File: src/rtl/cmdt_pkg.sv
`timescale 1ns / 1ps
// Shared types and constants for the command line tokenizer.
// Used by the controller, the datapath, the top level and the checker; no dependencies.

package cmdt_pkg;

   // Line buffer and argument limits
   localparam int MAX_LEN  = 32;
   localparam int MAX_ARGS = 8;

   // Derived widths
   localparam int POS_W = $clog2(MAX_LEN + 1);
   localparam int LB_AW = (MAX_LEN > 1) ? $clog2(MAX_LEN) : 1;
   localparam int AC_W  = $clog2(MAX_ARGS + 1);
   localparam int AS_AW = (MAX_ARGS > 1) ? $clog2(MAX_ARGS) : 1;

   // Fixed field widths
   localparam int BYTE_W   = 8;
   localparam int KIND_W   = 2;
   localparam int OFFSET_W = 6;
   localparam int COUNT_W  = 4;

   // Special characters
   localparam logic [BYTE_W-1:0] CH_SPACE = 8'h20;
   localparam logic [BYTE_W-1:0] CH_CR    = 8'h0D;
   localparam logic [BYTE_W-1:0] CH_LF    = 8'h0A;
   localparam logic [BYTE_W-1:0] CH_NUL   = 8'h00;

   typedef enum logic [1:0] {
      PH_TOKEN = 2'd0,
      PH_SPACE = 2'd1,
      PH_ENDL  = 2'd2
   } phase_type;

   typedef enum logic [KIND_W-1:0] {
      KIND_ECHO  = 2'd0,
      KIND_ERROR = 2'd1,
      KIND_ARG   = 2'd2,
      KIND_BYTE  = 2'd3
   } kind_type;

   typedef enum logic {
      ERR_LINE_LONG = 1'b0,
      ERR_ARGS_MANY = 1'b1
   } err_type;

   typedef enum logic [2:0] {
      ST_IDLE,
      ST_EVAL,
      ST_ECHO,
      ST_ERROR,
      ST_ARG_RD,
      ST_ARG_OUT,
      ST_BYTE_RD,
      ST_BYTE_OUT
   } state_type;

   // Controller to datapath
   typedef struct packed {
      logic accept;
      logic eval;
      logic ld_echo;
      logic ld_err;
      logic ld_arg;
      logic ld_byte;
   } ctl_cmd_type;

   // Datapath to controller
   typedef struct packed {
      logic echo_en;
      logic err_pend;
      logic dump_pend;
      logic arg_done;
      logic byte_done;
      logic out_free;
   } dp_status_type;

endpackage

File: src/rtl/cmdt_ram.sv
`timescale 1ns / 1ps
// Generic single-port-write, single-port-read RAM with registered read data.
// No dependencies.

module cmdt_ram #(
   parameter int  WIDTH = 8,
   parameter int  DEPTH = 32,
   localparam int AW    = (DEPTH > 1) ? $clog2(DEPTH) : 1
) (
   input  logic             clock,
   input  logic             wr_en,
   input  logic [AW-1:0]    wr_addr,
   input  logic [WIDTH-1:0] wr_data,
   input  logic [AW-1:0]    rd_addr,
   output logic [WIDTH-1:0] rd_data
);

   logic [WIDTH-1:0] mem_ff [DEPTH];
   logic [WIDTH-1:0] rd_data_ff;

   // Write port
   always_ff @(posedge clock) begin
      if (wr_en) begin
         mem_ff[wr_addr] <= wr_data;
      end
   end

   // Registered read port
   always_ff @(posedge clock) begin
      rd_data_ff <= mem_ff[rd_addr];
   end

   assign rd_data = rd_data_ff;

endmodule

File: src/rtl/cmdt_ctrl.sv
`timescale 1ns / 1ps
// Sequencing state machine for the command line tokenizer.
// Depends on cmdt_pkg; drives commands into cmdt_datapath and reads its status.

module cmdt_ctrl (
   input  logic                    clock,
   input  logic                    reset,
   input  logic                    req_valid,
   output logic                    req_stall,
   input  cmdt_pkg::dp_status_type status,
   output cmdt_pkg::ctl_cmd_type   cmd
);

   import cmdt_pkg::*;

   state_type state_ff;
   state_type state_in;
   state_type after_echo;

   // State register
   always_ff @(posedge clock) begin
      if (reset) begin
         state_ff <= ST_IDLE;
      end else begin
         state_ff <= state_in;
      end
   end

   // Pick the step after the echo slot
   always_comb begin
      if (status.err_pend) begin
         after_echo = ST_ERROR;
      end else if (status.dump_pend) begin
         after_echo = ST_ARG_RD;
      end else begin
         after_echo = ST_IDLE;
      end
   end

   // Next state and commands
   always_comb begin
      state_in  = state_ff;
      cmd       = '0;
      req_stall = 1'b1;
      unique case (state_ff)
         ST_IDLE: begin
            req_stall = 1'b0;
            if (req_valid) begin
               cmd.accept = 1'b1;
               state_in   = ST_EVAL;
            end
         end
         ST_EVAL: begin
            cmd.eval = 1'b1;
            state_in = ST_ECHO;
         end
         ST_ECHO: begin
            if (!status.echo_en) begin
               state_in = after_echo;
            end else if (status.out_free) begin
               cmd.ld_echo = 1'b1;
               state_in    = after_echo;
            end
         end
         ST_ERROR: begin
            if (status.out_free) begin
               cmd.ld_err = 1'b1;
               state_in   = ST_IDLE;
            end
         end
         ST_ARG_RD: begin
            state_in = ST_ARG_OUT;
         end
         ST_ARG_OUT: begin
            if (status.out_free) begin
               cmd.ld_arg = 1'b1;
               state_in   = status.arg_done ? ST_BYTE_RD : ST_ARG_RD;
            end
         end
         ST_BYTE_RD: begin
            state_in = ST_BYTE_OUT;
         end
         ST_BYTE_OUT: begin
            if (status.out_free) begin
               cmd.ld_byte = 1'b1;
               state_in    = status.byte_done ? ST_IDLE : ST_BYTE_RD;
            end
         end
         default: begin
            state_in = ST_IDLE;
         end
      endcase
   end

endmodule

File: src/rtl/cmdt_datapath.sv
`timescale 1ns / 1ps
// Datapath: phase and position state, line buffer and argument start memories,
// dump counters and the result register. Depends on cmdt_pkg and cmdt_ram.

module cmdt_datapath (
   input  logic                                    clock,
   input  logic                                    reset,
   input  cmdt_pkg::ctl_cmd_type                   cmd,
   output cmdt_pkg::dp_status_type                 status,
   input  logic [cmdt_pkg::BYTE_W-1:0]             req_rx_byte,
   input  logic                                    csr_wr_en,
   input  logic                                    csr_wr_data,
   input  logic                                    rsp_stall,
   output logic                                    rsp_valid,
   output logic [cmdt_pkg::KIND_W-1:0]             rsp_kind,
   output logic [cmdt_pkg::BYTE_W-1:0]             rsp_data_byte,
   output logic [cmdt_pkg::OFFSET_W-1:0]           rsp_offset,
   output logic [cmdt_pkg::COUNT_W-1:0]            rsp_arg_count,
   output logic                                    rsp_error_code,
   output logic                                    rsp_last
);

   import cmdt_pkg::*;

   // Control state
   logic               echo_en_ff;
   phase_type          phase_ff;
   phase_type          phase_in;
   logic [POS_W-1:0]   wpos_ff;
   logic [POS_W-1:0]   wpos_in;
   logic [AC_W-1:0]    aidx_ff;
   logic [AC_W-1:0]    aidx_in;
   logic               err_pend_ff;
   err_type            err_code_ff;
   logic               dump_pend_ff;
   logic [COUNT_W-1:0] dump_cnt_ff;
   logic [POS_W-1:0]   dump_len_ff;
   logic [AC_W-1:0]    argi_ff;
   logic [POS_W-1:0]   bytei_ff;
   logic               rsp_valid_ff;

   // Payload
   logic [BYTE_W-1:0]   byte_ff;
   kind_type            kind_ff;
   logic [BYTE_W-1:0]   data_ff;
   logic [OFFSET_W-1:0] offset_ff;
   logic [COUNT_W-1:0]  count_ff;
   logic                err_ff;
   logic                last_ff;

   // Evaluation terms
   logic               is_sp;
   logic               is_cr;
   logic               is_lf;
   logic               eol;
   logic               do_store;
   logic               do_start;
   logic               do_dump;
   logic [BYTE_W-1:0]  store_val;
   logic [AC_W-1:0]    aidx_inc;
   logic               arg_ovf;
   logic               arg_wr;
   logic [POS_W-1:0]   pos_mid;
   logic [AC_W-1:0]    aidx_mid;
   logic               buf_ovf;
   logic               buf_wr;
   logic               dump_go;
   logic               err_go;
   err_type            err_code;

   // Memory read data and dump flags
   logic [BYTE_W-1:0]   buf_rd;
   logic [POS_W-1:0]    arg_rd;
   logic [OFFSET_W-1:0] arg_off;
   logic                arg_done;
   logic                byte_done;
   logic                out_free;

   assign is_sp = (byte_ff == CH_SPACE);
   assign is_cr = (byte_ff == CH_CR);
   assign is_lf = (byte_ff == CH_LF);
   assign eol   = is_cr || is_lf;

   // Decode the byte against the current phase
   always_comb begin
      do_store  = 1'b0;
      do_start  = 1'b0;
      do_dump   = 1'b0;
      store_val = byte_ff;
      phase_in  = phase_ff;
      case (phase_ff)
         PH_SPACE: begin
            if (eol) begin
               do_dump  = is_lf;
               phase_in = PH_ENDL;
            end else if (!is_sp) begin
               do_start = 1'b1;
               do_store = 1'b1;
               phase_in = PH_TOKEN;
            end
         end
         PH_ENDL: begin
            if (is_sp) begin
               phase_in = PH_SPACE;
            end else if (is_lf) begin
               do_dump = 1'b1;
            end else if (!is_cr) begin
               do_store = 1'b1;
               phase_in = PH_TOKEN;
            end
         end
         default: begin
            if (is_sp) begin
               do_store  = 1'b1;
               store_val = CH_NUL;
               phase_in  = PH_SPACE;
            end else if (eol) begin
               do_dump  = is_lf;
               phase_in = PH_ENDL;
            end else begin
               do_store = 1'b1;
            end
         end
      endcase
   end

   // Start a new argument, then store a byte, then check for a dump
   always_comb begin
      aidx_inc = aidx_ff + AC_W'(1);
      arg_ovf  = do_start && (aidx_inc >= AC_W'(MAX_ARGS));
      arg_wr   = do_start && !arg_ovf;
      pos_mid  = arg_ovf ? '0 : wpos_ff;
      if (!do_start) begin
         aidx_mid = aidx_ff;
      end else if (arg_ovf) begin
         aidx_mid = '0;
      end else begin
         aidx_mid = aidx_inc;
      end
      buf_ovf  = do_store && (pos_mid == POS_W'(MAX_LEN));
      buf_wr   = do_store && !buf_ovf;
      dump_go  = do_dump && (wpos_ff != '0);
      err_go   = arg_ovf || buf_ovf;
      err_code = buf_ovf ? ERR_LINE_LONG : ERR_ARGS_MANY;
      if (dump_go || buf_ovf) begin
         wpos_in = '0;
         aidx_in = '0;
      end else if (buf_wr) begin
         wpos_in = pos_mid + POS_W'(1);
         aidx_in = aidx_mid;
      end else begin
         wpos_in = pos_mid;
         aidx_in = aidx_mid;
      end
   end

   // Line buffer
   cmdt_ram #(
      .WIDTH (BYTE_W),
      .DEPTH (MAX_LEN)
   ) u_line_buf (
      .clock   (clock),
      .wr_en   (cmd.eval && buf_wr),
      .wr_addr (pos_mid[LB_AW-1:0]),
      .wr_data (store_val),
      .rd_addr (bytei_ff[LB_AW-1:0]),
      .rd_data (buf_rd)
   );

   // Argument start offsets; entry zero is never written, and arg_off forces its offset to zero
   cmdt_ram #(
      .WIDTH (POS_W),
      .DEPTH (MAX_ARGS)
   ) u_arg_start (
      .clock   (clock),
      .wr_en   (cmd.eval && arg_wr),
      .wr_addr (aidx_inc[AS_AW-1:0]),
      .wr_data (wpos_ff),
      .rd_addr (argi_ff[AS_AW-1:0]),
      .rd_data (arg_rd)
   );

   assign arg_off   = (argi_ff == '0) ? '0 : OFFSET_W'(arg_rd);
   assign arg_done  = ((COUNT_W'(argi_ff) + COUNT_W'(1)) == dump_cnt_ff);
   assign byte_done = ((bytei_ff + POS_W'(1)) == dump_len_ff);
   assign out_free  = !rsp_valid_ff || !rsp_stall;

   // Echo enable register
   always_ff @(posedge clock) begin
      if (reset) begin
         echo_en_ff <= 1'b0;
      end else if (csr_wr_en) begin
         echo_en_ff <= csr_wr_data;
      end
   end

   // Capture the item
   always_ff @(posedge clock) begin
      if (cmd.accept) begin
         byte_ff <= req_rx_byte;
      end
   end

   // Tokenizer state, pending results and dump counters
   always_ff @(posedge clock) begin
      if (reset) begin
         phase_ff     <= PH_TOKEN;
         wpos_ff      <= '0;
         aidx_ff      <= '0;
         err_pend_ff  <= 1'b0;
         dump_pend_ff <= 1'b0;
         argi_ff      <= '0;
         bytei_ff     <= '0;
      end else if (cmd.eval) begin
         phase_ff     <= phase_in;
         wpos_ff      <= wpos_in;
         aidx_ff      <= aidx_in;
         err_pend_ff  <= err_go;
         dump_pend_ff <= dump_go;
         argi_ff      <= '0;
         bytei_ff     <= '0;
      end else begin
         if (cmd.ld_arg) begin
            argi_ff <= argi_ff + AC_W'(1);
         end
         if (cmd.ld_byte) begin
            bytei_ff <= bytei_ff + POS_W'(1);
         end
      end
   end

   // Snapshot of the command being dumped
   always_ff @(posedge clock) begin
      if (cmd.eval) begin
         err_code_ff <= err_code;
         dump_cnt_ff <= COUNT_W'(aidx_ff) + COUNT_W'(1);
         dump_len_ff <= wpos_ff;
      end
   end

   // Result valid: set on load, drop when taken
   always_ff @(posedge clock) begin
      if (reset) begin
         rsp_valid_ff <= 1'b0;
      end else if (cmd.ld_echo || cmd.ld_err || cmd.ld_arg || cmd.ld_byte) begin
         rsp_valid_ff <= 1'b1;
      end else if (!rsp_stall) begin
         rsp_valid_ff <= 1'b0;
      end
   end

   // Result payload
   always_ff @(posedge clock) begin
      if (cmd.ld_echo) begin
         kind_ff   <= KIND_ECHO;
         data_ff   <= byte_ff;
         offset_ff <= '0;
         count_ff  <= '0;
         err_ff    <= 1'b0;
         last_ff   <= !err_pend_ff && !dump_pend_ff;
      end else if (cmd.ld_err) begin
         kind_ff   <= KIND_ERROR;
         data_ff   <= '0;
         offset_ff <= '0;
         count_ff  <= '0;
         err_ff    <= err_code_ff;
         last_ff   <= 1'b1;
      end else if (cmd.ld_arg) begin
         kind_ff   <= KIND_ARG;
         data_ff   <= '0;
         offset_ff <= arg_off;
         count_ff  <= dump_cnt_ff;
         err_ff    <= 1'b0;
         last_ff   <= 1'b0;
      end else if (cmd.ld_byte) begin
         kind_ff   <= KIND_BYTE;
         data_ff   <= buf_rd;
         offset_ff <= '0;
         count_ff  <= dump_cnt_ff;
         err_ff    <= 1'b0;
         last_ff   <= byte_done;
      end
   end

   assign status.echo_en   = echo_en_ff;
   assign status.err_pend  = err_pend_ff;
   assign status.dump_pend = dump_pend_ff;
   assign status.arg_done  = arg_done;
   assign status.byte_done = byte_done;
   assign status.out_free  = out_free;

   assign rsp_valid      = rsp_valid_ff;
   assign rsp_kind       = kind_ff;
   assign rsp_data_byte  = data_ff;
   assign rsp_offset     = offset_ff;
   assign rsp_arg_count  = count_ff;
   assign rsp_error_code = err_ff;
   assign rsp_last       = last_ff;

endmodule

File: src/rtl/command_line_tokenizer_core.sv
`timescale 1ns / 1ps
// Channel   Direction  Handshake            Payload
// req_      in         req_valid/req_stall  rx_byte
// rsp_      out        rsp_valid/rsp_stall  kind, data_byte, offset, arg_count, error_code, last
// csr_      in         csr_wr_en            wr_data = echo_enable
//
// An item passes through capture, evaluate and the echo slot before the next one is taken,
// and also through the error state, which loads the error result, when it raises an error.
// A line feed that dumps the command then sends arg_count offsets and one result per
// stored byte, each result a memory read and then a load.
// Synchronous active-high reset returns to the token phase with an empty buffer.
// A stalled result holds the sequencer in place; an item waits while req_stall is high.
// Top level: ties cmdt_ctrl to cmdt_datapath. Depends on cmdt_pkg.

module command_line_tokenizer_core (
   input  logic                              clock,
   input  logic                              reset,
   input  logic                              req_valid,
   output logic                              req_stall,
   input  logic [cmdt_pkg::BYTE_W-1:0]       req_rx_byte,
   output logic                              rsp_valid,
   input  logic                              rsp_stall,
   output logic [cmdt_pkg::KIND_W-1:0]       rsp_kind,
   output logic [cmdt_pkg::BYTE_W-1:0]       rsp_data_byte,
   output logic [cmdt_pkg::OFFSET_W-1:0]     rsp_offset,
   output logic [cmdt_pkg::COUNT_W-1:0]      rsp_arg_count,
   output logic                              rsp_error_code,
   output logic                              rsp_last,
   input  logic                              csr_wr_en,
   input  logic                              csr_wr_data
);

   import cmdt_pkg::*;

   ctl_cmd_type   cmd;
   dp_status_type status;

   // Sequencer
   cmdt_ctrl u_ctrl (
      .clock     (clock),
      .reset     (reset),
      .req_valid (req_valid),
      .req_stall (req_stall),
      .status    (status),
      .cmd       (cmd)
   );

   // Tokenizer state, memories and result register
   cmdt_datapath u_datapath (
      .clock          (clock),
      .reset          (reset),
      .cmd            (cmd),
      .status         (status),
      .req_rx_byte    (req_rx_byte),
      .csr_wr_en      (csr_wr_en),
      .csr_wr_data    (csr_wr_data),
      .rsp_stall      (rsp_stall),
      .rsp_valid      (rsp_valid),
      .rsp_kind       (rsp_kind),
      .rsp_data_byte  (rsp_data_byte),
      .rsp_offset     (rsp_offset),
      .rsp_arg_count  (rsp_arg_count),
      .rsp_error_code (rsp_error_code),
      .rsp_last       (rsp_last)
   );

endmodule

File: config.mk
export PLATFORM = sky130hd
export DESIGN_NAME = command_line_tokenizer_core
export DESIGN_NICKNAME = d
export VERILOG_FILES = /design/src/rtl/cmdt_pkg.sv /design/src/rtl/cmdt_ram.sv /design/src/rtl/cmdt_ctrl.sv /design/src/rtl/cmdt_datapath.sv /design/src/rtl/command_line_tokenizer_core.sv
export SDC_FILE = /design/constraint.sdc
export NUM_CORES = 1
export LEC_CHECK = 0
export ABC_CLOCK_PERIOD_IN_PS = 3800
export BUFFER_PORTS_ARGS = -buffer_cell sky130_fd_sc_hd__buf_2
export CAP_MARGIN = 20
export CORE_MARGIN = 2
export CORE_UTILIZATION = 60
export DETAILED_ROUTE_END_ITERATION = 10
export PLACE_DENSITY = 0.77
export SETUP_SLACK_MARGIN = 0.15
export SLEW_MARGIN = 30
export SYNTH_ARGS = -nofsm -noshare
export SYNTH_HDL_FRONTEND = slang
export SYNTH_SLANG_ARGS = --single-unit
export TNS_END_PERCENT = 1
File: constraint.sdc
create_clock -name clock -period 3.8 [get_ports clock]
set_input_delay 0.38 -clock clock [delete_from_list [all_inputs] [get_ports clock]]
set_output_delay 0.38 -clock clock [all_outputs]
set_load 0.02 [all_outputs]
==> PnR_summary.wiki, run 1 <==
{| class="wikitable"
! Metric !! Value
|-
| Outcome || finished, final reports clean
|-
| Worst setup margin || 0.434 ns
|-
| Starting density of the core || 61.1%
|-
| Max-Slew Margin vs Limit || 43.0%
|-
| Detail Route Antenna Nets || 0
|-
| Count of pins over their slew limit || 0
|-
| Sw Pwr || 0.00177 W
|-
| Flop pwr share || 54.7%
|-
| Post-CTS Setup Inserts || 0
|-
| Total via count in the routed design || 8556
|-
| Total power per unit cell area || 494 mW/mm2
|-
| Die Outline Area || 0.0269 mm2
|-
| Seq cells post-synth || 388
|-
| Routed length per placed instance || 27.7 um
|-
| CTS tree || done
|-
| Critical register-to-register path startpoint || u_datapath.byte_ff[2]
|-
| Post-route clock skew || 0.0210 ns
|-
| Standard-cell row count || 58
|-
| Worst min-delay path category || in2reg
|-
| Yosys warning count || 0
|-
| Capturing point of the worst reg2reg path || u_datapath.u_line_buf.mem_ff[5][6]
|-
| Pin slew with the least headroom to its limit || 0.852 ns
|-
| Maximum single-stage delay on the critical path || 0.62 ns
|-
| First-pass GRT wire length || 53300 um
|-
| Die X-Extent || 164 um
|-
| Top_reg_cell synth || sky130_fd_sc_hd__edfxtp_1
|-
| Cell-internal power || 0.00683 W
|-
| List of cells traversed by the critical path || or4_4 > o21a_1 > nand3_1 > nand2_1 > inv_1 > ha_1 > nand3_1 > nor2_1 > buf_4
|-
| Pin count of the biggest net entering global routing || 69
|-
| Type of element capturing the critical path || register
|-
| Die span in y || 164 um
|-
| Maximum capacitance violations || 0
|-
| Crit path top cell by count || sky130_fd_sc_hd__nand3_1
|-
| Setup violators final || 0
|-
| Highest ir drop seen on vdd || 0.392 mV
|-
| CTS Sinks || 388
|-
| Number of global-route vias before repair || 8359
|-
| Post-synthesis instance area || 0.0154 mm2
|-
| Startpoint of the most critical setup path || u_datapath.byte_ff[2]
|-
| Reg2reg path depth || 9
|-
| Synthesized area per cell || 18.4 um2
|-
| Sequential element share of the synthesized area || 72.1%
|-
| CP Launch Type || register
|-
| Setup crit end || u_datapath.u_line_buf.mem_ff[5][6]
|-
| Number of distinct library cells after synthesis || 70
|-
| Startpoint-to-endpoint class of the critical path || reg2reg
|-
| DRC violation count after routing || 0
|-
| Total clock buffers created by CTS || 39
|-
| Async set-reset flop share out of synthesis || 0%
|-
| Pre-Repair DR Iteration Count || 6
|-
| Reg clk slew, reported paths || 0.06 ns
|-
| Worst path slowest cell || sky130_fd_sc_hd__edfxtp_1
|-
| Share of power burned in the clock network || 42.5%
|-
| Static leakage power || 5.60 nW
|-
| Flop-to-flop setup slack || 0.43 ns
|-
| Initial antenna violation count || 2
|-
| Fmax || 0.297 GHz
|-
| Number of flops mapped to enable cells by yosys || 332
|-
| Share of total power consumed by net switching || 20.6%
|-
| Boundary Pins || 38
|-
| Syn nets || 860
|-
| Crit-path max FO || 16
|-
| Placeable Area || 0.0252 mm2
|-
| RSZ-0062 raised after global routing || false
|-
| # fillers || 1495
|-
| CTS H-Tree Depth || 2
|-
| Number of buffers on the longest clock path || 3
|-
| Count of port buffers added during placement || 37
|-
| Min cycle time layout || 3.37 ns
|-
| Total half-perimeter wirelength after legalization and detailed placement || 22100 um
|-
| Final period util || 88.6%
|-
| Count of endpoints failing hold in the final timing report || 0
|-
| Multi-input gate area || 0.00403 mm2
|-
| Global-route total usage across every layer || 27.4%
|-
| Final weighted congestion in routability-driven placement || 0.963
|-
| Number of nets in the finished design || 944
|-
| Setup_tns || 0 ns
|-
| Worst EP arrival || 3.60 ns
|-
| Area growth from synthesis to layout || 13.3%
|-
| Required time of the critical path || 4.03 ns
|-
| Global route overflow || 0
|-
| Root Buffer || sky130_fd_sc_hd__clkbuf_16
|-
| Ratio of cells with drive above 1 in the final layout || 28.6%
|-
| Register area || 0.0111 mm2
|-
| Number of DRC markers in iteration 0 || 1223
|-
| Clock Latency Late Sink || 0.53 ns
|-
| Cells after Synth || 837
|-
| Logic pwr share || 2.8%
|-
| Detailed-route wire length || 35500 um
|-
| Worst-case setup slack after placement || 0.468 ns
|-
| Post-DR vias/cell || 6.67
|}
-- what timing repair did --
item / 4_1_cts / 5_1_grt
setup endpoints to repair: 0 / 33
resized for setup: 0 / 1
hold buffers: 0 / 0
-- critical path: cells and delay by family (launching register included) --
kind | cells | cell delay (ns)
flops | 1 | 0.62
fa+ha+maj | 1 | 0.16
compound gates | 1 | 0.24
buf+inv | 2 | 0.37
simple gates | 5 | 1.67
-- flip-flops by register name (all words and copies together), names as in the netlist, 8 cells and up --
name and cells:
u_datapath.u_line_buf.rd_data 8, u_datapath.u_arg_start.mem_ff 48, u_datapath.u_line_buf.mem_ff 256, u_datapath.byte_ff 8, u_datapath.rsp_data_byte 8
-- worst min path at each step --
stage / slack, ns / to / start / depth (start not counted)
final: 0.09 / u_datapath.byte_ff[3] / req_rx_byte[3] / 1
after global routing: 0.08 / u_datapath.byte_ff[5] / req_rx_byte[5] / 1
after CTS: 0.08 / u_datapath.byte_ff[5] / req_rx_byte[5] / 1
after detailed placement: 0.44 / u_datapath.rsp_offset[3] / u_datapath.u_arg_start.rd_data[3] / 1
after global placement: 0.42 / u_datapath.rsp_offset[2] / u_datapath.u_arg_start.rd_data[2] / 1
after floorplan: 0.42 / u_datapath.rsp_offset[0] / u_datapath.u_arg_start.rd_data[0] / 1
-- synthesized netlist by cell type, drive strengths merged, types with 4 or more instances --
master / number / area share (%)
a211oi: 7 / 0.46
a21oi: 13 / 0.42
a22o: 14 / 0.81
a31oi: 4 / 0.16
and2: 5 / 0.20
and3: 4 / 0.20
buf: 13 / 0.49
clkbuf: 32 / 0.78
dfxtp: 56 / 7.3
edfxtp: 332 / 65
ha: 9 / 0.73
inv: 15 / 0.37
mux2: 14 / 1.0
mux2i: 8 / 0.52
mux4: 92 / 13
nand2: 22 / 0.54
nand2b: 4 / 0.16
nand3: 20 / 0.65
nor2: 71 / 1.7
nor3: 10 / 0.33
o211ai: 4 / 0.20
o21ai: 7 / 0.23
or3: 5 / 0.20
xnor2: 13 / 0.74
xor2: 6 / 0.34
-- kinds of logic (layout without fill, tap and decap cells) --
logic type	count (synthesis)	in the layout	synth area share [%]
xor gates and xnor gates	19	19	1.08
DFF	388	388	72.1
and+or+nand+nor	170	170	5.61
muxes	114	114	15.0
other	0	1	0
adders and majority gates	9	9	0.732
AOI/OAI and AO/OA	76	76	3.75
buffers and inverters	61	175	1.70
-- final cells by class --
type / count / area share, %
well taps: 330 / 2.37
clock inverters: 22 / 1.01
clock buffers: 49 / 5.99
multi-input cells: 388 / 23.2
inverters: 15 / 0.323
flip-flops and latches: 388 / 63.7
diodes: 1 / 0.0144
repair buffers: 89 / 3.45
-- cell usage in the layout, fill, tap and decap left out, drive strengths merged, types with 16 or more instances in the layout --
cell / netlist / final
clkbuf: 32 / 49
nand3: 20 / 20
edfxtp: 332 / 332
dfxtp: 56 / 56
buf: 13 / 89
inv: 15 / 18
clkinv: 0 / 16
mux4: 92 / 92
nor2: 71 / 71
nand2: 22 / 22
-- routing by layer --
layer | share of wire [%] | up-vias | GRT usage, %
met5 | 0.037 | - | 0
met4 | 3.2 | 2 | 8.81
met3 | 9.6 | 93 | 4.62
met2 | 49 | 595 | 43.5
met1 | 39 | 4343 | 39.4
li1 | - | 3523 | -
-- power by group through the flow --
stage	logic [W]	registers, W	clock network, W
after floorplan	0.000122	0.00479	0
after global placement	0.000227	0.00479	0
after detailed placement	0.000237	0.00479	0
after CTS	0.000241	0.00470	0.00369
after global routing	0.000257	0.00471	0.00386
final	0.000241	0.00470	0.00366
-- metrics by stage --
stage | std cells | instance area (um2) | utilization (%) | total power [W] | hold slack, ns
after floorplan | 837 | 15400 | - | 0.00491 | 0.420
after global routing | 1281 | 17400 | 69.2 | 0.00882 | 0.0760
after CTS | 1281 | 17400 | 69.1 | 0.00863 | 0.0757
final | 1282 | 17400 | 69.2 | 0.00860 | 0.0885
after global placement | 1210 | 16200 | 64.3 | 0.00502 | 0.425
after detailed placement | 1210 | 16200 | 64.3 | 0.00503 | 0.439
Note: power is estimated with default switching activity, not from simulation.
==> run 2: changes to the inputs <==
--- a/config.mk
+++ b/config.mk
@@ -11,7 +11,8 @@
 export CORE_MARGIN = 2
 export CORE_UTILIZATION = 60
 export DETAILED_ROUTE_END_ITERATION = 10
-export PLACE_DENSITY = 0.77
+export GPL_TIMING_DRIVEN = 0
+export PLACE_DENSITY_LB_ADDON = 0.12
 export SETUP_SLACK_MARGIN = 0.15
 export SLEW_MARGIN = 30
 export SYNTH_ARGS = -nofsm -noshare
==> run 2 against run 1 <==
Core utilization down 0.18 points. Count of clock-buffer cells in the layout increased by 3. Sequential share of layout area rose by 0.14 points. Worst setup slack got worse by 0.17 ns. Global-route usage down 2.8 points. Hold slack worse by 0.045 ns. First-iteration DRC count fell by 34%. Cell count is 0.70% lower. Via count decreased by 6.1%. Fmax shrank 4.8%. Design area shrank 0.27%. Clock skew shrank 0.00055 ns. Critical endpoint is now u_datapath.u_line_buf.mem_ff[1][0]. Largest power group unchanged. Highest routed layer is now met4.
==> PnR_summary.wiki, run 2 (synthesized netlist as in run 1, its figures left out) <==
{| class="wikitable"
! Metric !! Value
|-
| Routed length per placed instance || 24.8 um (-11%)
|-
| Worst min-delay path category || in2reg
|-
| Post-route clock skew || 0.0204 ns (-0.000549 ns)
|-
| Area growth from synthesis to layout || 13.0%
|-
| CP Launch Type || register
|-
| Initial antenna violation count || 0 (-2)
|-
| Fmax || 0.283 GHz (-4.8%)
|-
| Startpoint of the most critical setup path || u_datapath.byte_ff[4]
|-
| First-pass GRT wire length || 49000 um (-8.0%)
|-
| Register bank with the most flops || u_datapath.u_line_buf.mem_ff
|-
| Root Buffer || sky130_fd_sc_hd__clkbuf_16
|-
| Post-DR vias/cell || 6.31 (-5.4%)
|-
| Total power per unit cell area || 496 mW/mm2 (+0.47%)
|-
| Total clock buffers created by CTS || 39 (unchanged)
|-
| Placeable Area || 0.0252 mm2 (unchanged)
|-
| Count of endpoints failing hold in the final timing report || 0 (unchanged)
|-
| Launch instance of the worst min-delay path || req_rx_byte[3]
|-
| Most frequent cells in the layout || sky130_fd_sc_hd__edfxtp_1, sky130_fd_sc_hd__mux4_2, sky130_fd_sc_hd__dfxtp_1
|-
| Worst EP arrival || 3.69 ns (+0.09 ns)
|-
| Highest ir drop seen on vdd || 0.423 mV (+7.8%)
|-
| Placed instance count || 1204 (-0.50%)
|-
| Final weighted congestion in routability-driven placement || 0.889 (-7.6%)
|-
| Min cycle time layout || 3.53 ns (+0.168 ns)
|-
| Clock Latency Late Sink || 0.53 ns (about the same)
|-
| # diodes || 0 (-1)
|-
| Most common cell after layout, fill and taps aside || sky130_fd_sc_hd__edfxtp_1
|-
| Detail Route Antenna Nets || 0 (unchanged)
|-
| Met2 GRT Util || 41.6% (-1.9 points)
|-
| Total half-perimeter wirelength after legalization and detailed placement || 21000 um (-4.7%)
|-
| Biggest registers after layout || u_datapath.u_line_buf.mem_ff x256, u_datapath.u_arg_start.mem_ff x48
|-
| Required time of the critical path || 3.96 ns (-0.07 ns)
|-
| RSZ-0062 raised after global routing || true
|-
| Total via count in the routed design || 8033 (-6.1%)
|-
| Final period util || 93.0% (+4.4 points)
|-
| Outcome || finished, final reports clean
|-
| CTS H-Tree Depth || 2 (unchanged)
|-
| # fillers || 1602 (+7.2%)
|-
| Non-filler cells in the finished layout || 1273 (-0.70%)
|-
| Number of buffers on the longest clock path || 3 (unchanged)
|-
| Pin count of the biggest net entering global routing || 33 (-52%)
|-
| Maximum capacitance violations || 0 (unchanged)
|-
| Starting density of the core || 61.1% (unchanged)
|-
| Type of element capturing the critical path || register
|-
| CTS Sinks || 388 (unchanged)
|-
| Gr busiest metal || met2
|-
| Max reg flops || 256 (unchanged)
|-
| DRC violation count after routing || 0 (unchanged)
|-
| Global routing met3 resource utilization || 4.82% (+0.20 points)
|-
| Worst-case setup slack after placement || -0.256 ns (-0.724 ns)
|-
| Global route overflow || 0 (unchanged)
|-
| Ratio of cells with drive above 1 in the final layout || 28.1% (-0.50 points)
|-
| CTS tree || done
|-
| Pin slew with the least headroom to its limit || 0.925 ns (+0.0722 ns)
|-
| Boundary Pins || 38 (unchanged)
|-
| Setup violators final || 0 (unchanged)
|-
| Worst setup margin || 0.266 ns (-0.168 ns)
|-
| Global-route total usage across every layer || 24.6% (-2.8 points)
|-
| Standard-cell row count || 58 (unchanged)
|-
| Crit-path max FO || 10 (-6)
|-
| Die span in y || 164 um (unchanged)
|-
| Max-Slew Margin vs Limit || 38.1% (-4.8 points)
|-
| Static leakage power || 5.46 nW (-2.5%)
|-
| Number of DRC markers in iteration 0 || 802 (-34%)
|-
| Die X-Extent || 164 um (unchanged)
|-
| Total Power || 0.00862 W (+0.21%)
|-
| Reg clk slew, reported paths || 0.06 ns (about the same)
|-
| Number of nets in the finished design || 938 (-0.64%)
|-
| Startpoint-to-endpoint class of the critical path || reg2reg
|-
| Number of global-route vias before repair || 8424 (+0.78%)
|-
| Pre-Repair DR Iteration Count || 5 (-1)
|-
| Detailed-route wire length || 31500 um (-11%)
|-
| Count of pins over their slew limit || 0 (unchanged)
|-
| Met1 track demand over resource in global routing || 32.3% (-7.1 points)
|-
| Critical register-to-register path startpoint || u_datapath.byte_ff[4]
|-
| Count of port buffers added during placement || 36 (-2.7%)
|-
| Die Outline Area || 0.0269 mm2 (unchanged)
|}
run 2: path summary, 6_finish.rpt:
path                                              to  slack (ns)  cells after the start
hold / removal                 u_datapath.byte_ff[3]        0.04                      1
setup reg to reg  u_datapath.u_line_buf.mem_ff[1][0]        0.27                      9
hold reg to reg             u_datapath.rsp_offset[3]        0.44                      1
setup / recovery  u_datapath.u_line_buf.mem_ff[1][0]        0.27                      9
run 2: area by class of cell:
cell class,instances,area (um2),share of cell area [%]
Multi-Input combinational cell,388,4170,24.0
Inverter,15,56.3,0.324
Tap cell,330,413,2.38
Clock buffer,52,1070,6.14
Buffer,46,219,1.26
Sequential cell,388,11100,63.8
Clock inverter,17,170,0.979
Timing Repair Buffer,37,185,1.07
run 2: critical path, cell delays in order (launching register included):
cell and delay [ns]:
sky130_fd_sc_hd__edfxtp_1 0.46, sky130_fd_sc_hd__nor4_1 0.52, sky130_fd_sc_hd__o211ai_1 0.25, sky130_fd_sc_hd__nand3_1 0.19
sky130_fd_sc_hd__clkbuf_1 0.41, sky130_fd_sc_hd__nand2_1 0.19, sky130_fd_sc_hd__inv_1 0.13, sky130_fd_sc_hd__ha_1 0.18
sky130_fd_sc_hd__nand3_2 0.31, sky130_fd_sc_hd__nor2_2 0.55
run 2: layer usage:
| metal | vias up | routed length [um] |
|---|---|---|
| met2 | 323 | 16000 |
| met1 | 4144 | 12600 |
| met3 | 56 | 2030 |
| met5 | - | 0 |
| li1 | 3510 | - |
| met4 | 0 | 868 |
run 2: metrics by stage:
| step | utilization [%] | hold WS, ns | setup TNS (ns) | instance area (um2) |
|---|---|---|---|---|
| finish | 69.0 | 0.0439 | 0 | 17400 |
| global route | 69.0 | 0.0263 | 0 | 17400 |
| global placement | 63.4 | 0.427 | -13.20 | 16000 |
| detailed placement | 63.5 | 0.426 | -30.93 | 16000 |
| floorplan | - | 0.420 | 0 | 15400 |
| CTS | 68.8 | 0.0270 | 0 | 17300 |
run 2: timing repair:
item,4_1_cts,5_1_grt
setup buffers,0,0
setup endpoints to repair,204,166
hold buffers,0,0
gates resized for setup,33,5
run 2: where the power goes:
part	internal [W]	total [W]	switching, W	leakage, nW
sequential	0.00467	0.00470	0.0000296	3.40
combinational	0.0000663	0.000222	0.000156	1.45
clock	0.00218	0.00370	0.00152	0.610
total	0.00692	0.00862	0.00170	5.46
==> run 3: changes to the inputs <==
--- a/config.mk
+++ b/config.mk
@@ -13,6 +13,7 @@
 export DETAILED_ROUTE_END_ITERATION = 10
 export GPL_TIMING_DRIVEN = 0
 export PLACE_DENSITY_LB_ADDON = 0.12
+export RECOVER_POWER = 25
 export SETUP_SLACK_MARGIN = 0.15
 export SLEW_MARGIN = 30
 export SYNTH_ARGS = -nofsm -noshare
==> run 3 against run 2 <==
The run now ends with capacitance limit, slew limit left. Hold slack lost 0.00059 ns. Fmax grew 0.49%. Largest power group unchanged. Routed wire length grew 0.27%. Count of clock-buffer cells in the layout is the same.
==> PnR_summary.wiki, run 3 (synthesized netlist as in run 1, its figures left out) <==
{| class="wikitable"
! Metric !! Value
|-
| Maximum capacitance violations || 3 (+3)
|-
| RSZ-0062 raised after global routing || true
|-
| CTS Sinks || 388 (unchanged)
|-
| Reg2reg path depth || 9 (unchanged)
|-
| Placed instance count || 1204 (unchanged)
|-
| CP Launch Type || register
|-
| Post-CTS Setup Inserts || 0 (unchanged)
|-
| Die span in y || 164 um (unchanged)
|-
| Total half-perimeter wirelength after legalization and detailed placement || 21000 um (unchanged)
|-
| Post-DR vias/cell || 6.32 (+0.11%)
|-
| Max reg flops || 256 (unchanged)
|-
| Starting density of the core || 61.1% (unchanged)
|-
| Biggest registers after layout || u_datapath.u_line_buf.mem_ff x256, u_datapath.u_arg_start.mem_ff x48
|-
| Die Outline Area || 0.0269 mm2 (unchanged)
|-
| Highest ir drop seen on vdd || 0.424 mV (+0.43%)
|-
| Initial antenna violation count || 0 (unchanged)
|-
| Worst EP arrival || 3.68 ns (about the same)
|-
| First-pass GRT wire length || 49000 um (unchanged)
|-
| Dpl cell area || 0.0160 mm2 (unchanged)
|-
| Number of resized instances in the post-cts repair step || 33 (unchanged)
|-
| Root Buffer || sky130_fd_sc_hd__clkbuf_16
|-
| Hold path cells || 1 (unchanged)
|-
| Count of pins over their slew limit || 66 (+66)
|-
| Most common cell after layout, fill and taps aside || sky130_fd_sc_hd__edfxtp_1
|-
| Pin count of the biggest net entering global routing || 33 (unchanged)
|-
| Pre-Repair DR Iteration Count || 5 (unchanged)
|-
| Post-route clock skew || 0.0220 ns (+0.00159 ns)
|-
| Outcome || complete, but fails checks
|-
| Reg clk slew, reported paths || 0.06 ns (about the same)
|-
| Standard-cell row count || 58 (unchanged)
|-
| Fmax || 0.284 GHz (+0.49%)
|-
| Ratio of cells with drive above 1 in the final layout || 27.5% (-0.64 points)
|-
| Violated checks || capacitance limit, slew limit
|-
| Min cycle time layout || 3.52 ns (-0.0174 ns)
|-
| Area growth from synthesis to layout || 12.9% (about the same)
|-
| Detail Route Antenna Nets || 0 (unchanged)
|-
| Total clock buffers created by CTS || 39 (unchanged)
|-
| Pin slew with the least headroom to its limit || 1.63 ns (+0.708 ns)
|-
| Setup violators final || 0 (unchanged)
|-
| Crit-path max FO || 10 (unchanged)
|-
| Total power per unit cell area || 497 mW/mm2 (+0.15%)
|-
| Required time of the critical path || 3.96 ns (about the same)
|-
| # diodes || 0 (unchanged)
|-
| Static leakage power || 5.45 nW (-0.32%)
|-
| Die X-Extent || 164 um (unchanged)
|-
| CTS H-Tree Depth || 2 (unchanged)
|-
| Number of buffers on the longest clock path || 3 (unchanged)
|-
| Worst min-delay path category || in2reg
|-
| Post-route core utilization || 69.0% (about the same)
|-
| Routed length per placed instance || 24.8 um (+0.27%)
|-
| Hold_buf cts || 0 (unchanged)
|-
| Number of global-route vias before repair || 8424 (unchanged)
|-
| Detailed-route wire length || 31600 um (+0.27%)
|-
| Setup_tns || 0 ns (unchanged)
|-
| Final period util || 92.5% (-0.46 points)
|-
| Number of nets in the finished design || 938 (unchanged)
|-
| Fin area || 0.0174 mm2 (about the same)
|-
| Register bank with the most flops || u_datapath.u_line_buf.mem_ff
|-
| Number of DRC markers in iteration 0 || 715 (-11%)
|-
| Placeable Area || 0.0252 mm2 (unchanged)
|-
| CTS tree || done
|-
| Total Power || 0.00863 W (+0.10%)
|-
| Startpoint-to-endpoint class of the critical path || reg2reg
|-
| Global route overflow || 0 (unchanged)
|-
| Global-route total usage across every layer || 24.6% (unchanged)
|-
| Final weighted congestion in routability-driven placement || 0.889 (unchanged)
|-
| Boundary Pins || 38 (unchanged)
|-
| Clock Latency Late Sink || 0.53 ns (about the same)
|-
| Type of element capturing the critical path || register
|-
| Count of endpoints failing hold in the final timing report || 0 (unchanged)
|-
| # fillers || 1606 (+0.25%)
|-
| Non-filler cells in the finished layout || 1273 (unchanged)
|-
| Count of port buffers added during placement || 36 (unchanged)
|-
| Most frequent cells in the layout || sky130_fd_sc_hd__edfxtp_1, sky130_fd_sc_hd__mux4_2, sky130_fd_sc_hd__dfxtp_1
|-
| Total via count in the routed design || 8042 (+0.11%)
|-
| DRC violation count after routing || 0 (unchanged)
|-
| Max-Slew Margin vs Limit || -8.84% (-47 points)
|}
==> run 3: cell types whose count changed in the layout (fill, tap and decap cells not counted) <==
cell                       before  now
sky130_fd_sc_hd__buf_2         44   43
sky130_fd_sc_hd__clkbuf_2       9    4
sky130_fd_sc_hd__clkbuf_1      33   39
==> run 3: worst paths after layout <==
path                                                        start                                 end  slack [ns]
worst max-delay path                        u_datapath.byte_ff[4]  u_datapath.u_line_buf.mem_ff[1][0]        0.28
worst min-delay path                               req_rx_byte[3]               u_datapath.byte_ff[3]        0.04
worst max register to register              u_datapath.byte_ff[4]  u_datapath.u_line_buf.mem_ff[1][0]        0.28
worst min register to register  u_datapath.u_arg_start.rd_data[3]            u_datapath.rsp_offset[3]        0.44
==> run 3: cell type report <==
type / instances / area (um2) / area share (%)
clock inverters: 17 / 170 / 0.980
clock buffers: 52 / 1070 / 6.14
flip-flops and latches: 388 / 11100 / 63.9
multi-input cells: 388 / 4170 / 24.0
inverters: 15 / 56.3 / 0.324
repair buffers: 37 / 185 / 1.07
plain buffers: 46 / 211 / 1.22
well taps: 330 / 413 / 2.38
==> run 3: metrics by stage <==
stage,hold slack [ns],setup slack (ns)
global route,0.0263,0.0313
global placement,0.427,-0.124
CTS,0.0270,0.0887
detailed placement,0.426,-0.256
finish,0.0433,0.283
floorplan,0.420,0.820
==> run 3: where the power goes <==
group / internal, W / switching [W]
clock: 0.00218 / 0.00153
sequential: 0.00467 / 0.0000295
combinational: 0.0000652 / 0.000156
total: 0.00692 / 0.00171
==> run 3: layer usage <==
| layer | wire, um | track usage (%) | vias up |
|---|---|---|---|
| li1 | - | - | 3508 |
| met1 | 12700 | 32.3 | 4200 |
| met2 | 16100 | 41.6 | 282 |
| met4 | 877 | 8.17 | 0 |
| met5 | 0 | 0 | - |
| met3 | 2010 | 4.82 | 52 |
==> run 3: worst max-delay path: stages, from the launching register on <==
cell                       delay [ns]
sky130_fd_sc_hd__edfxtp_1        0.46
sky130_fd_sc_hd__nor4_1          0.51
sky130_fd_sc_hd__o211ai_1        0.25
sky130_fd_sc_hd__nand3_1         0.19
sky130_fd_sc_hd__clkbuf_1        0.40
sky130_fd_sc_hd__nand2_1         0.18
sky130_fd_sc_hd__inv_1           0.13
sky130_fd_sc_hd__ha_1            0.18
sky130_fd_sc_hd__nand3_2         0.31
sky130_fd_sc_hd__nor2_2          0.54
